**src/sv/ssc_isqrt.sv**
```systemverilog
// Pipelined floor square root, one root bit per register stage, with a
// sideband record carried alongside. Depends on nothing outside itself.
`default_nettype none

module ssc_isqrt #(
    parameter int  IN_W   = 64,
    parameter type t_side = logic
) (
    input  logic                i_clk,
    input  logic                i_rst_n,
    input  logic                i_en,
    input  logic                i_valid,
    input  logic [IN_W-1:0]     i_arg,
    input  t_side               i_side,
    output logic                o_valid,
    output logic [IN_W/2-1:0]   o_root,
    output t_side               o_side
);

    localparam int STEPS = IN_W / 2;
    localparam int REM_W = STEPS + 3;

    logic              r_valid [1:STEPS];
    logic [IN_W-1:0]   r_v     [1:STEPS];
    logic [REM_W-1:0]  r_rem   [1:STEPS];
    logic [STEPS-1:0]  r_q     [1:STEPS];
    t_side             r_side  [1:STEPS];

    for (genvar k = 0; k < STEPS; k++) begin : g_step
        logic             c_valid;
        logic [IN_W-1:0]  c_v;
        logic [REM_W-1:0] c_rem;
        logic [STEPS-1:0] c_q;
        t_side            c_side;
        logic [REM_W-1:0] sh;
        logic [REM_W-1:0] trial;
        logic [REM_W-1:0] n_rem;
        logic [STEPS-1:0] n_q;

        if (k == 0) begin : g_first
            assign c_valid = i_valid;
            assign c_v     = i_arg;
            assign c_rem   = '0;
            assign c_q     = '0;
            assign c_side  = i_side;
        end else begin : g_next
            assign c_valid = r_valid[k];
            assign c_v     = r_v[k];
            assign c_rem   = r_rem[k];
            assign c_q     = r_q[k];
            assign c_side  = r_side[k];
        end

        always_comb begin
            sh    = {c_rem[REM_W-3:0], c_v[IN_W-1 -: 2]};
            trial = {1'b0, c_q, 2'b01};
            if (sh >= trial) begin
                n_rem = sh - trial;
                n_q   = {c_q[STEPS-2:0], 1'b1};
            end else begin
                n_rem = sh;
                n_q   = {c_q[STEPS-2:0], 1'b0};
            end
        end

        always_ff @(posedge i_clk) begin
            if (!i_rst_n) begin
                r_valid[k+1] <= 1'b0;
            end else if (i_en) begin
                r_valid[k+1] <= c_valid;
            end
        end

        always_ff @(posedge i_clk) begin
            if (i_en) begin
                r_v[k+1]    <= {c_v[IN_W-3:0], 2'b00};
                r_rem[k+1]  <= n_rem;
                r_q[k+1]    <= n_q;
                r_side[k+1] <= c_side;
            end
        end
    end

    assign o_valid = r_valid[STEPS];
    assign o_root  = r_q[STEPS];
    assign o_side  = r_side[STEPS];

endmodule

`default_nettype wire

```
**config.mk**
```make
export PLATFORM = sky130hd
export DESIGN_NAME = ssc_isqrt
export DESIGN_NICKNAME = d
export VERILOG_FILES = /design/src/sv/ssc_isqrt.sv
export SDC_FILE = /design/constraint.sdc
export NUM_CORES = 2
export LEC_CHECK = 0
export ABC_CLOCK_PERIOD_IN_PS = 4800
export BUFFER_PORTS_ARGS = -buffer_cell sky130_fd_sc_hd__clkbuf_2
export CAP_MARGIN = 0
export CORE_ASPECT_RATIO = 1.1
export CORE_MARGIN = 8
export CORE_UTILIZATION = 64
export DETAILED_ROUTE_END_ITERATION = 8
export PLACE_DENSITY = 0.88
export REMOVE_ABC_BUFFERS = 1
export SLEW_MARGIN = 20
export SYNTH_ARGS = -nofsm -noshare
export SYNTH_HDL_FRONTEND = slang
export SYNTH_MEMORY_MAX_BITS = 65536
export SYNTH_SLANG_ARGS = --single-unit
export TNS_END_PERCENT = 20
```
**constraint.sdc**
```tcl
create_clock -name i_clk -period 4.8 [get_ports i_clk]
set_input_delay 0.24 -clock i_clk [delete_from_list [all_inputs] [get_ports i_clk]]
set_output_delay 0.24 -clock i_clk [all_outputs]
set_load 0.02 [all_outputs]
```
==> metrics <==
sequential share of the synthesized area=65.1%; hold path endpoint=r_v[0][108]; vias in the first global route=72,532; WS Path Type=flop to flop; vias=72,262; crit path time final=4.34 ns; CP endpoint kind=flop; Total GRT Usage=23.8%; largest net degree at the start of global routing=148; buffer and inverter count on the worst path=2; CTS H-tree depth=4; Skew-Pair Late Insertion Delay=0.88 ns; Final Hold Viols=0; Starting Density=64.3%; Die X=425 um; buffers added on ports=102; FF+latch count, synth=2,558; CTS buffer count=238; fmax=231 MHz; die span in y=466 um; die area=198,000 sq um; delay-heaviest family, CP=compound AO/OA/AOI/OAI gates; antenna viol nets, final=0; post-synth cell types=93; crit path DAT=4.95 ns; Post-Syn Area=118,000 sq um; reg2reg setup slack=0.46 ns; RSZ-0062 raised after global routing=false; worst-margin pin slew=1.10 ns; Post-Syn Instances=9,049; final slew viol count=0; gpl congestion=0.942; total wire length=241,000 um; Mean Syn Cell Area=13.0 sq um; slowest CP cell=nor3b_1; R2R depth=11; FP Rows=165; setup ws final=0.464 ns; Cells on Worst Hold Path=2; worst r2r src=r_rem[0][841]; HP Class=input port to flop; startpoint types=flop; asr flop ratio synth=0%; drc violations=0; initial antenna violation count=1; crit-path cells=ha_1 -> o21ai_0 -> a221oi_1 -> o311ai_0 -> a31oi_1 -> o21ai_0 -> o21ai_0 -> nor3b_1 -> inv_2 -> buf_4 -> mux2_2; power per cell area=475 nW/um^2; Sink Count=2,558; min-delay src=i_arg[46]; global-route wire length before repair=380,000 um; # setup viols final=0; Worst-path clk slew=0.06 ns; root buf cell=clkbuf_16; total power=0.0621 W; post-detailed-route via-to-cell ratio=6.02; final setup skew=0.0271 ns; number of I/O pins=103; number of synthesized flops with an enable pin=2,558; fin crit share=90.3%; Syn. warnings=0; fraction of layout cells with a size suffix above 1=7.63%; LEAKAGE=50.4 nW; drt pass-1 iters=9; most frequent cells in the layout=2,558 x edfxtp_1, 707 x inv_1, 600 x a21oi_1; # resized after CTS=0; CP Max Fanout=44; Area Growth Syn to Fin=10.8%; CTS tree=done; commonest non-fill, non-tap cell in the layout=edfxtp_1; 1st-iter DRT viols=6,334; Most Frequent Cell on Critical Path=o21ai_0; Layout Nets=10,006; Primary FF master, synth=edfxtp_1; delay of the slowest critical-path stage=0.56 ns; worst r2r dst=r_rem[0][885]; Core Area=184,000 sq um; required time of the critical path=5.42 ns; WL/cell=20.1 um; worst rel slew slack=26.7%; worst slack, placed=0.610 ns; grt ovf=0; worst vdd ir=0.000478 V; CTS max path bufs=3; status=complete, no violations; Post-DP HPWL=166,000 um; MaxCap Viol Count=0; # fillers=11,603
## cell usage after synthesis (101+ instances only)
cell type / instances / area [sq um]
a21o_1: 249 / 1870
a21oi_1: 601 / 3010
clkbuf_1: 151 / 567
edfxtp_1: 2558 / 76800
ha_1: 561 / 7020
inv_1: 707 / 2650
nand2_1: 587 / 2200
nand2b_1: 121 / 757
nand3_1: 141 / 706
nor2_1: 593 / 2230
nor3_1: 206 / 1030
nor4_1: 117 / 732
o21a_1: 101 / 758
o21ai_0: 440 / 2200
xnor2_1: 408 / 3570
xor2_1: 383 / 3350
## flip-flops by register name, summed over array words and instances (netlist names)
signal   cells
r_q        528
r_rem      974
r_side      32
r_v        992
r_valid     32
## power breakdown
part           switching [W]  total [W]  internal [W]
clock network        0.00823     0.0194        0.0112
logic                0.00734     0.0127       0.00537
registers            0.00185     0.0300        0.0282
total                 0.0174     0.0621        0.0447
## cell type report
cell class                      count  area [sq um]  area share (%)
Clock buffer                      273          6110            4.67
Timing Repair Buffer              265          2210            1.69
Antenna cell                        1          2.50         0.00191
Sequential cell                  2558         76800            58.8
Tap cell                         2421          3030            2.32
Inverter                          711          2670            2.04
Clock inverter                    174          2020            1.55
Multi-Input combinational cell   5602         37900            29.0
## worst max-delay path by stage
stage	startpoint	slack, ns	cells after the start	end
4_1_cts	r_rem[0][841]	0.60	11	r_rem[0][885]
3_5_place_dp	r_rem[0][806]	0.61	11	r_rem[0][866]
3_3_place_gp	r_rem[0][805]	0.68	11	r_rem[0][866]
5_1_grt	r_rem[0][841]	0.14	11	r_rem[0][885]
2_1_floorplan	r_rem[0][735]	-0.20	11	r_rem[0][801]
6_report	r_rem[0][841]	0.46	11	r_rem[0][885]
## stage by stage
step	cell area, sq um	instances	util (%)	TNS, ns	hold WS, ns
after detailed placement	122000	11474	66.4	0	0.405
after CTS	131000	12004	71.2	0	0.000901
after global placement	122000	11474	66.4	0	0.400
after floorplan	117000	8871	-	-0.747	0.339
final	131000	12005	71.2	0	0.0717
after global routing	131000	12005	71.2	0	0.0349
## metal layers
layer	wire, um	track usage (%)
met3	11200	3.19
met5	0	0
met1	91500	27.6
met2	127000	43.9
met4	11600	10.6
## what timing repair did
item                      4_1_cts  5_1_grt
hold endpoints to repair      108        0
setup buffers                   0        0
hold buffers                   83        0
## cells by family after synthesis
logic type,count (synthesis),synth area share [%]
and+or+nand+nor,2343,9.85
DFF,2558,65.1
muxes,102,0.957
adders and majority gates,561,5.95
AOI/OAI and AO/OA,1804,9.44
other,1,0.00318
xor gates and xnor gates,791,5.87
buffers and inverters,889,2.84
(Power assumes the default switching activity.)
